`src/hdl/abf_pkg.sv`:
```
// ----------------------------------------------------------------------------
// Alpha blit framebuffer package
// Shared widths, command and register codes, the pixel layout and defaults.
// ----------------------------------------------------------------------------
package abf_pkg;

   // Screen size registers and derived products
   localparam int SCR_W  = 9;
   localparam int PROD_W = 2 * SCR_W;

   // Default store geometry
   localparam int DEF_MAX_WIDTH  = 256;
   localparam int DEF_MAX_HEIGHT = 256;

   // Reset value of both screen size registers
   localparam logic [SCR_W-1:0] SCR_RESET = 9'd256;

   // Command codes
   localparam logic [1:0] CMD_BLIT        = 2'd0;
   localparam logic [1:0] CMD_CLEAR_COLOUR = 2'd1;
   localparam logic [1:0] CMD_CLEAR_LEVEL  = 2'd2;
   localparam logic [1:0] CMD_READ         = 2'd3;

   // Configuration register indexes
   localparam int CSR_IDX_W = 1;
   localparam logic [CSR_IDX_W-1:0] CSR_SCREEN_WIDTH  = 1'd0;
   localparam logic [CSR_IDX_W-1:0] CSR_SCREEN_HEIGHT = 1'd1;

   // Alpha levels with a special meaning
   localparam logic [7:0] ALPHA_CLEAR  = 8'h00;
   localparam logic [7:0] ALPHA_OPAQUE = 8'hFF;

   // One stored pixel: red in the low byte, alpha in the high byte
   typedef struct packed {
      logic [7:0] alpha;
      logic [7:0] blue;
      logic [7:0] green;
      logic [7:0] red;
   } pixel_type;

endpackage

```
`src/hdl/abf_blend.sv`:
```
// ----------------------------------------------------------------------------
// Alpha blit framebuffer blend unit
// Source-over blend of three colour channels, divided by 255 after a register.
// ----------------------------------------------------------------------------
module abf_blend
   import abf_pkg::*;
(
   input  logic      clock,
   input  logic      load,
   input  pixel_type src,
   input  pixel_type dst,
   output pixel_type result
);

   logic [15:0] sum_red_ff;
   logic [15:0] sum_green_ff;
   logic [15:0] sum_blue_ff;
   logic [7:0]  alpha_ff;

   // Weighted sum of source and destination; never exceeds 255 * 255.
   function automatic logic [15:0] weigh(input logic [7:0] s, input logic [7:0] d,
                                         input logic [7:0] a);
      logic [15:0] part_src;
      logic [15:0] part_dst;
      part_src = 16'(s) * 16'(a);
      part_dst = 16'(d) * 16'(ALPHA_OPAQUE - a);
      return part_src + part_dst;
   endfunction

   // Exact floor division by 255 for any value up to 255 * 255.
   function automatic logic [7:0] div255(input logic [15:0] x);
      logic [16:0] t;
      t = {1'b0, x} + {9'b0, x[15:8]} + 17'd1;
      return t[15:8];
   endfunction

   // Multiplier stage.
   always_ff @(posedge clock) begin
      if (load) begin
         sum_red_ff   <= weigh(src.red, dst.red, src.alpha);
         sum_green_ff <= weigh(src.green, dst.green, src.alpha);
         sum_blue_ff  <= weigh(src.blue, dst.blue, src.alpha);
         alpha_ff     <= src.alpha;
      end
   end

   // Division stage; the blended pixel takes the source alpha.
   always_comb begin
      result.red   = div255(sum_red_ff);
      result.green = div255(sum_green_ff);
      result.blue  = div255(sum_blue_ff);
      result.alpha = alpha_ff;
   end

endmodule

```
`config.mk`:
```
export PLATFORM = sky130hd
export DESIGN_NAME = abf_blend
export DESIGN_NICKNAME = d
export VERILOG_FILES = /design/src/hdl/abf_pkg.sv /design/src/hdl/abf_blend.sv
export SDC_FILE = /design/constraint.sdc
export NUM_CORES = 1
export LEC_CHECK = 0
export BUFFER_PORTS_ARGS = -buffer_cell sky130_fd_sc_hd__buf_2
export CORE_UTILIZATION = 34
export CTS_CLUSTER_DIAMETER = 120
export DETAILED_ROUTE_END_ITERATION = 16
export PLACE_DENSITY = 0.49
export SETUP_SLACK_MARGIN = 0.5
export SLEW_MARGIN = 20
export SYNTH_ARGS = -nofsm -noshare
export SYNTH_HDL_FRONTEND = slang
export SYNTH_SLANG_ARGS = --single-unit
```
`constraint.sdc`:
```
create_clock -name clock -period 7.3 [get_ports clock]
set_clock_uncertainty 0.1 [all_clocks]
set_input_delay 1.825 -clock clock [delete_from_list [all_inputs] [get_ports clock]]
set_output_delay 1.825 -clock clock [all_outputs]
set_load 0.02 [all_outputs]
```
==> metrics.md, run 1 <==
| Metric | Value |
|---|---|
| Slowest stage delay, CP | 0.52 ns |
| H-tree Lvls | 2 |
| Worst path bufs/invs | 6 |
| Final GP Congestion | 0.797 |
| TritonRoute pass-1 iters | 7 |
| Critical path cell sequence | buf_12 > buf_6 > and2_4 > fa_1 > inv_1 > fa_1 > inv_1 > fa_1 > fa_1 > fa_1 > inv_1 > fa_1 > inv_1 > ha_4 > a2111oi_4 > o21ai_2 > a41oi_2 > o21bai_1 > a21oi_1 > xnor2_1 |
| Status | finished clean |
| Iteration-0 DRC Markers | 333 |
| CTS tree | built |
| # IOs | 98 |
| Synth Instances | 1628 |
| Clk root buf | clkbuf_16 |
| Yosys warnings | 0 |
| Count of cell types in the netlist | 51 |
| # setup viols final | 0 |
| Fin. Hold Viols | 0 |
| Vias in the first global route | 11.8k |
| Max Fanout on Critical Path | 21 |
| Storage element area | 1680 um^2 |
| Routed WL per cell | 15.0 um |
| Clk pin slew, worst setup/hold paths | 0.09 ns |
| Setup TNS | 0 ns |
| Layout area overhead | 13.3% |
| Top FF cell, synth | edfxtp_1 |
| # diodes | 0 |
| Final net count | 2315 |
| Post-synthesis sequential area ratio | 0.107 |
| Yosys reg bits | 56 |
| Crit path time final | 6.65 ns |
| Routed WL | 35.4 mm |
| Antenna violations before repair | 0 |
| CTS Buf Count | 5 |
| Data arrival, critical path | 6.65 ns |
| CTS Buffer Depth | 2 |
| Slowest-stage cell, CP | fa_1 |
| Port Buffers | 89 |
| Max Slew Vio Count | 0 |
| Fin crit share | 0.911 |
| Worst min path class | input port to flop |
| Final core utilization | 0.391 |
| Synthesized area per cell | 9.61 um^2 |
| GR Overflow Total | 0 |
| Multi-input gate area | 12600 um^2 |
| First-pass GRT wire length | 60.7 mm |
| Largest net degree at the start of global routing | 57 |
| Crit Path Category | input port to flop |
| Final HPWL DP | 29.1 mm |
| Layout cell share with drive strength beyond 1 | 0.123 |
| Vias per cell | 4.62 |
| Die area | 46900 um^2 |
| RSZ-0062 raised after global routing | yes |
| Total GRT Usage | 0.163 |
| CP Launch Type | input port |
| Most common cell on crit path | fa_1 |
| Residual DRC count | 0 |
| Number of synthesized flops with an enable pin | 56 |
| Die height | 217 um |
| Routed via count | 10.9k |
| Maximum clock frequency | 0.150 GHz |
| WP data required | 7.30 ns |
| Slew HR | 0.456 |
| CP Capture Type | flop |
| Ys async rst share | 0 |
| Mapped cell area | 15600 um^2 |
| Clk sink count | 56 |
| Remaining antenna violation count after routing | 0 |
| MaxCap Viol Count | 0 |
| Worst-Margin Slew | 0.816 ns |
| Starting Density | 0.345 |
| CP delay by family, top | adder cells |
| Chip Width | 217 um |
| Num rows | 78 |
| Fill cells | 4592 |
| Core Region | 45400 um^2 |
==> final cells by class <==
class	count	share of cell area
tap	600	0.0424
clock inverter	3	0.00127
multi-input combinational	1146	0.709
timing repair buffer	155	0.0633
sequential	56	0.0949
inverter	386	0.0818
clock buffer	5	0.00706
==> final timing paths <==
check / start / to / slack [ns] / depth (start not counted)
hold / removal: src[26] / alpha_ff[2] / 1.67 / 1
setup / recovery: src[28] / sum_red_ff[13] / 0.65 / 20
==> what timing repair did <==
action / in CTS / in global routing
resized for setup: 9 / 45
hold buffers: 0 / 0
setup endpoints to repair: 12 / 14
gates cloned: 0 / 1
pin swaps: 3 / 28
setup buffers: 1 / 5
==> cell usage after synthesis (all sizes together) (6+ instances only) <==
library cell | n | area [um^2]
nand2 | 115 | 432
xor2 | 12 | 105
clkbuf | 39 | 146
edfxtp | 56 | 1680
inv | 386 | 1450
nand3 | 11 | 55.1
a211oi | 8 | 65.1
o21bai | 6 | 45.0
o21ai | 26 | 134
ha | 212 | 2650
a21oi | 36 | 191
nor2 | 13 | 48.8
o21a | 8 | 60.1
nand2b | 64 | 400
xnor2 | 57 | 499
nor2b | 130 | 813
a21o | 13 | 97.6
and2 | 95 | 594
fa | 287 | 5750
nand4 | 10 | 62.6
==> cells in the final DEF (no fill, tap or decap), drive strengths merged, types with 2 or more instances in the layout <==
master	netlist	final
fa	287	287
o21a	8	8
o2111ai	3	3
ha	212	212
clkinv	0	2
a21o	13	13
nor3	3	3
nor2	13	13
clkbuf	39	6
conb	1	3
inv	386	387
mux2	3	3
nor2b	130	130
o21ai	26	26
a211oi	8	8
nand2b	64	64
or3	2	2
and3	4	4
edfxtp	56	56
and4	2	2
o211ai	4	4
a21oi	36	36
o21bai	6	6
nand3	11	11
xor2	12	12
and2	95	95
nand2	115	115
nor4	2	2
nand4	10	10
buf	3	154
a31o	2	2
xnor2	57	57
==> flip-flops by register name (all words and copies together) (netlist names) <==
signal	cells
sum_blue_ff	16
sum_green_ff	16
sum_red_ff	16
alpha_ff	8
==> per-layer routing <==
metal,part of all wire,vias to the layer above,track usage
met2,0.48,133,0.274
met1,0.49,5540,0.226
li1,-,5183,-
met3,0.025,14,0.0187
met4,0.0098,0,0.0329
met5,0,-,0
==> stage by stage <==
stage	hold WS [ns]	area, um^2	setup WS [ns]	instances
final	1.67	17700	0.652	2351
after global routing	1.67	17700	0.481	2351
after CTS	1.62	17500	0.514	2345
after detailed placement	2.00	17300	-0.0825	2336
after global placement	2.00	17300	-0.0601	2336
after floorplan	1.82	15900	0.428	1630
==> logic make-up (layout without fill, tap and decap cells) <==
group / count (synthesis) / in the layout / synth area share
AO/OA/AOI/OAI: 115 / 115 / 0.0498
buffers and inverters: 428 / 549 / 0.103
AND/OR/NAND/NOR: 456 / 456 / 0.162
adder cells (fa/ha/maj): 499 / 499 / 0.537
other: 1 / 3 / 0.000240
multiplexers: 4 / 4 / 0.00280
flip-flops: 56 / 56 / 0.107
XOR/XNOR: 69 / 69 / 0.0386
Power of run 1 is left out: the tool's default activity adds up to more than one toggle a clock period on the data nets, which glitch-free logic cannot reach.
==> run 2: changes to the inputs <==
==> constraint.sdc (replaced) <==
create_clock -name clock -period 7.3 [get_ports clock]
set_clock_uncertainty 0.1 [all_clocks]
set_input_delay 1.095 -clock clock [delete_from_list [all_inputs] [get_ports clock]]
set_output_delay 1.095 -clock clock [all_outputs]
set_load 0.02 [all_outputs]
==> run 2 against run 1 <==
Net effect:
- via count shrank 2.1%
- worst setup slack better by 0.16 ns
- die area unchanged
- global-route usage decreased by 0.53 points
- design area is 3.7% lower
- first-iteration DRC count increased by 2.1%
- critical path depth down 2
- sequential share of layout area is 0.37 points higher
- flip-flop and latch count unchanged
- non-clock buffer count shrank 45
==> metrics.md, run 2 (synthesized netlist as in run 1, its figures left out) <==
| Metric | Value |
|---|---|
| Status | finished clean |
| Slew HR | 0.449 |
| Vias per cell | 4.61 |
| Die height | 217 um |
| Int Power | 4.05 mW |
| Final Cell Area | 17100 um^2 |
| Max Slew Vio Count | 0 |
| Cell Count, Final, Fillers Out | 2307 |
| DP Cell Count | 2298 |
| CP Capture Type | flop |
| Clk root buf | clkbuf_16 |
| Residual DRC count | 0 |
| Layout cell share with drive strength beyond 1 | 0.0774 |
| Final setup margin | 0.817 ns |
| CTS Buffer Depth | 2 |
| Hold Crit Start | dst[0] |
| Data arrival, critical path | 6.48 ns |
| Routed WL | 34.4 mm |
| Comb pwr share | 0.845 |
| Total GRT Usage | 0.158 |
| Slowest-stage cell, CP | buf_2 |
| Starting Density | 0.345 |
| Clk sink count | 56 |
| Setup TNS | 0 ns |
| Critical path cell sequence | buf_2 > buf_4 > nor2b_1 > fa_1 > fa_1 > fa_1 > fa_1 > fa_1 > inv_1 > fa_1 > inv_1 > ha_1 > a21o_1 > a211oi_2 > o21ai_1 > or3b_1 > a21oi_2 > xnor2_1 |
| Crit path time final | 6.48 ns |
| Worst hold endpoint | sum_red_ff[0] |
| Fin. Hold Viols | 0 |
| Pwr/cell area | 475 nW/um^2 |
| Lkg Pwr | 8.46 nW |
| Routed via count | 10.6k |
| Placed Area | 16900 um^2 |
| Num rows | 78 |
| MaxCap Viol Count | 0 |
| Layout area overhead | 9.06% |
| Remaining antenna violation count after routing | 0 |
| Biggest regs | sum_blue_ff: 16 flops, sum_green_ff: 16 flops, sum_red_ff: 16 flops |
| Final net count | 2270 |
| First-pass GRT wire length | 58.7 mm |
| Clock power share | 0.035 |
| Chip Width | 217 um |
| # setup viols final | 0 |
| Maximum clock frequency | 0.154 GHz |
| Clk pin slew, worst setup/hold paths | 0.10 ns |
| Slowest stage delay, CP | 0.55 ns |
| Largest net degree at the start of global routing | 57 |
| CTS Buf Count | 5 |
| H-tree Lvls | 2 |
| Crit Path Category | input port to flop |
| Routed WL per cell | 14.9 um |
| Port Buffers | 89 |
| CP delay by family, top | adder cells |
| Worst min path class | input port to flop |
| Post-CTS Resized | 0 |
| CTS Hold Bufs | 0 |
| Worst-Margin Slew | 0.827 ns |
| Hold Crit Depth | 2 |
| Storage element area | 1680 um^2 |
| Most common cell on crit path | fa_1 |
| Final HPWL DP | 28.7 mm |
| Worst path bufs/invs | 4 |
| Fill cells | 4620 |
| Seq pwr share | 0.120 |
| Final GP Congestion | 0.817 |
| Max Fanout on Critical Path | 28 |
| Max VDD drop | 328 uV |
| # IOs | 98 |
| GR Overflow Total | 0 |
| Most common cell after layout, fill and taps aside | inv_1 |
| Final core utilization | 0.376 |
| CTS tree | built |
| TritonRoute pass-1 iters | 5 |
| Die area | 46900 um^2 |
| Net load switching power | 4.06 mW |
| Pre-CTS WS | 0.443 ns |
| WP data required | 7.30 ns |
| Fin crit share | 0.888 |
| Post-CTS Setup Repair Bufs | 0 |
| Most frequent cells in the layout | 386 x inv_1, 287 x fa_1, 212 x ha_1 |
| Vias in the first global route | 11.6k |
| RSZ-0062 raised after global routing | no |
| Iteration-0 DRC Markers | 340 |
| Switching share of power | 0.501 |
| Core Region | 45400 um^2 |
| CP Launch Type | input port |
| Antenna violations before repair | 1 |
| Multi-input gate area | 12400 um^2 |
run 2: cell types whose count changed in the layout (fill, tap and decap cells not counted), moves of 6 or more:
cell / delta
fa_2: -6
fa_1: +6
buf_6: -7
buf_2: +6
ha_1: +8
ha_4: -7
nor2b_2: -6
nor2b_1: +7
buf_4: -37
run 2: layout make-up:
| class | count | area share |
|---|---|---|
| Multi-Input combinational cell | 1146 | 0.725 |
| Sequential cell | 56 | 0.0985 |
| Inverter | 386 | 0.0849 |
| Tap cell | 600 | 0.0440 |
| Timing Repair Buffer | 110 | 0.0390 |
| Clock buffer | 5 | 0.00733 |
| Clock inverter | 3 | 0.00147 |
| Antenna cell | 1 | 0.000147 |
run 2: through the flow:
step	hold slack (ns)	power [mW]
2_1_floorplan	1.09	6.43
3_3_place_gp	1.44	7.86
3_5_place_dp	1.45	7.91
4_1_cts	1.10	8.25
5_1_grt	1.10	9.20
6_report	1.11	8.10
run 2: layer usage:
| layer | track usage | wire length, um |
|---|---|---|
| met1 | 0.212 | 16300 |
| met2 | 0.275 | 17100 |
| met4 | 0.0300 | 313 |
| met5 | 0 | 0 |
| met3 | 0.0168 | 695 |
run 2: power groups by stage:
| stage | registers, mW | logic, mW | clock network (mW) |
|---|---|---|---|
| 6_report | 0.973 | 6.85 | 0.285 |
| 3_3_place_gp | 0.982 | 6.88 | 0 |
| 5_1_grt | 0.987 | 7.90 | 0.309 |
| 2_1_floorplan | 0.931 | 5.50 | 0 |
| 4_1_cts | 0.973 | 6.98 | 0.303 |
| 3_5_place_dp | 0.980 | 6.93 | 0 |
run 2: worst max-delay path by stage:
stage             from          endpoint  slack, ns  cells after the start
3_5_place_dp   src[26]   sum_blue_ff[14]       0.44                     18
6_report       src[26]  sum_green_ff[15]       0.82                     18
4_1_cts        src[26]   sum_blue_ff[14]       0.83                     18
2_1_floorplan  src[25]    sum_red_ff[15]       0.79                     19
5_1_grt        src[26]   sum_blue_ff[13]       0.52                     18
3_3_place_gp   src[26]   sum_blue_ff[14]       0.48                     18
No activity file was read; power rests on OpenSTA's default activity.
==> run 3: changes to the inputs <==
--- a/config.mk
+++ b/config.mk
@@ -10,6 +10,7 @@
 export CTS_CLUSTER_DIAMETER = 120
 export DETAILED_ROUTE_END_ITERATION = 16
 export PLACE_DENSITY = 0.49
+export RECOVER_POWER = 50
 export SETUP_SLACK_MARGIN = 0.5
 export SLEW_MARGIN = 20
 export SYNTH_ARGS = -nofsm -noshare
==> run 3 against run 2 <==
Net effect:
- the flow now finishes with violations (max-capacitance violations, max-slew violations)
- maximum frequency shrank 4.2%
- design area decreased by 0.11%
- count of clock-buffer cells in the layout did not move
- combinational power is essentially flat
- global-route usage is the same
- sequential power about the same
- worst setup slack lost 0.28 ns
- first-iteration DRC count is 0.88% lower
- non-clock buffer count stayed put
- utilization about the same
- power is essentially flat
==> metrics.md, run 3 (synthesized netlist as in run 1, its figures left out) <==
| Metric | Value |
|---|---|
| First-pass GRT wire length | 58.7 mm |
| Max VDD drop | 328 uV |
| Routed WL | 34.4 mm |
| Max Fanout on Critical Path | 22 |
| Crit Path Category | input port to flop |
| CTS Hold Bufs | 0 |
| Crit path time final | 6.76 ns |
| Clk root buf | clkbuf_16 |
| Failing checks | max-capacitance violations, max-slew violations |
| Chip Width | 217 um |
| CTS Buf Count | 5 |
| Biggest regs | sum_blue_ff: 16 flops, sum_green_ff: 16 flops, sum_red_ff: 16 flops |
| CP Capture Type | flop |
| Fill cells | 4620 |
| Worst-Margin Slew | 3.47 ns |
| Worst min path class | input port to flop |
| H-tree Lvls | 2 |
| GR Overflow Total | 0 |
| Residual DRC count | 0 |
| Routed via count | 10.6k |
| Status | finished, violations left |
| Routed WL per cell | 14.9 um |
| Layout cell share with drive strength beyond 1 | 0.0709 |
| Num rows | 78 |
| TritonRoute pass-1 iters | 5 |
| Clk sink count | 56 |
| # setup viols final | 0 |
| Fin. Hold Viols | 0 |
| Die area | 46900 um^2 |
| Data arrival, critical path | 6.76 ns |
| CTS tree | built |
| Tot Pwr | 8.10 mW |
| RSZ-0062 raised after global routing | no |
| Starting Density | 0.345 |
| Max Slew Vio Count | 57 |
| Final net count | 2270 |
| CP Launch Type | input port |
| Most frequent cells in the layout | 386 x inv_1, 287 x fa_1, 212 x ha_1 |
| Antenna violations before repair | 1 |
| Layout area overhead | 8.94% |
| MaxCap Viol Count | 1 |
| Final core utilization | 0.376 |
| Total GRT Usage | 0.158 |
| Setup TNS | 0 ns |
| Most common cell after layout, fill and taps aside | inv_1 |
| Hold Crit Depth | 2 |
| Final HPWL DP | 28.7 mm |
| Iteration-0 DRC Markers | 337 |
| Core Region | 45400 um^2 |
| Slew HR | -1.32 |
| Hold slack | 1.11 ns |
| Post-CTS Resized | 0 |
| Final GP Congestion | 0.817 |
| Vias in the first global route | 11.6k |
| Port Buffers | 89 |
| Fin crit share | 0.927 |
| Largest net degree at the start of global routing | 57 |
| WP data required | 7.30 ns |
| Clk pin slew, worst setup/hold paths | 0.10 ns |
| CTS Buffer Depth | 2 |
| # IOs | 98 |
| Maximum clock frequency | 0.148 GHz |
| Remaining antenna violation count after routing | 0 |
| Die height | 217 um |
| Lkg Pwr | 8.43 nW |
| Vias per cell | 4.61 |
| Pwr/cell area | 475 nW/um^2 |
| Post-CTS Setup Repair Bufs | 0 |
run 3: cell count changes in the layout (fill, tap and decap cells not counted):
cell	before	now
clkbuf_1	0	11
buf_2	89	80
buf_4	16	14
run 3: path summary, 6_finish.rpt:
kind / to / startpoint / slack [ns]
worst min-delay path: sum_red_ff[0] / src[0] / 1.11
worst max-delay path: sum_green_ff[15] / src[27] / 0.54
run 3: critical path: stages:
cell	delay [ns]
clkbuf_1	0.70
buf_12	0.26
nand2_1	0.09
fa_1	0.48
fa_1	0.46
fa_1	0.54
inv_1	0.05
fa_1	0.46
fa_1	0.51
inv_1	0.05
fa_1	0.47
inv_1	0.04
ha_1	0.34
a21o_1	0.21
a211oi_2	0.23
o21ai_1	0.11
or3b_1	0.40
a21oi_2	0.16
xnor2_1	0.07
run 3: through the flow:
step / std cells / area [um^2] / setup slack (ns)
2_1_floorplan: 1630 / 15700 / 0.789
3_3_place_gp: 2298 / 16900 / 0.484
6_report: 2307 / 17000 / 0.536
3_5_place_dp: 2298 / 16900 / 0.443
5_1_grt: 2306 / 17000 / 0.296
4_1_cts: 2306 / 17100 / 0.833
run 3: power by group:
part | switching [mW] | internal (mW)
clock network | 0.153 | 0.132
registers | 0.126 | 0.848
logic | 3.78 | 3.07
run 3: routing by layer:
layer,routed length [um],track usage,share of wire
met5,0,0,0
met4,313,0.0300,0.0091
met3,666,0.0168,0.019
met2,17100,0.275,0.50
met1,16300,0.212,0.47
run 3: final cells by class:
cell class / instances / area (um^2) / area share
multi-input combinational: 1146 / 12400 / 0.725
clock buffer: 5 / 125 / 0.00734
timing repair buffer: 110 / 647 / 0.0380
clock inverter: 3 / 25.0 / 0.00147
antenna: 1 / 2.50 / 0.000147
sequential: 56 / 1680 / 0.0987
tap: 600 / 751 / 0.0440
inverter: 386 / 1450 / 0.0850
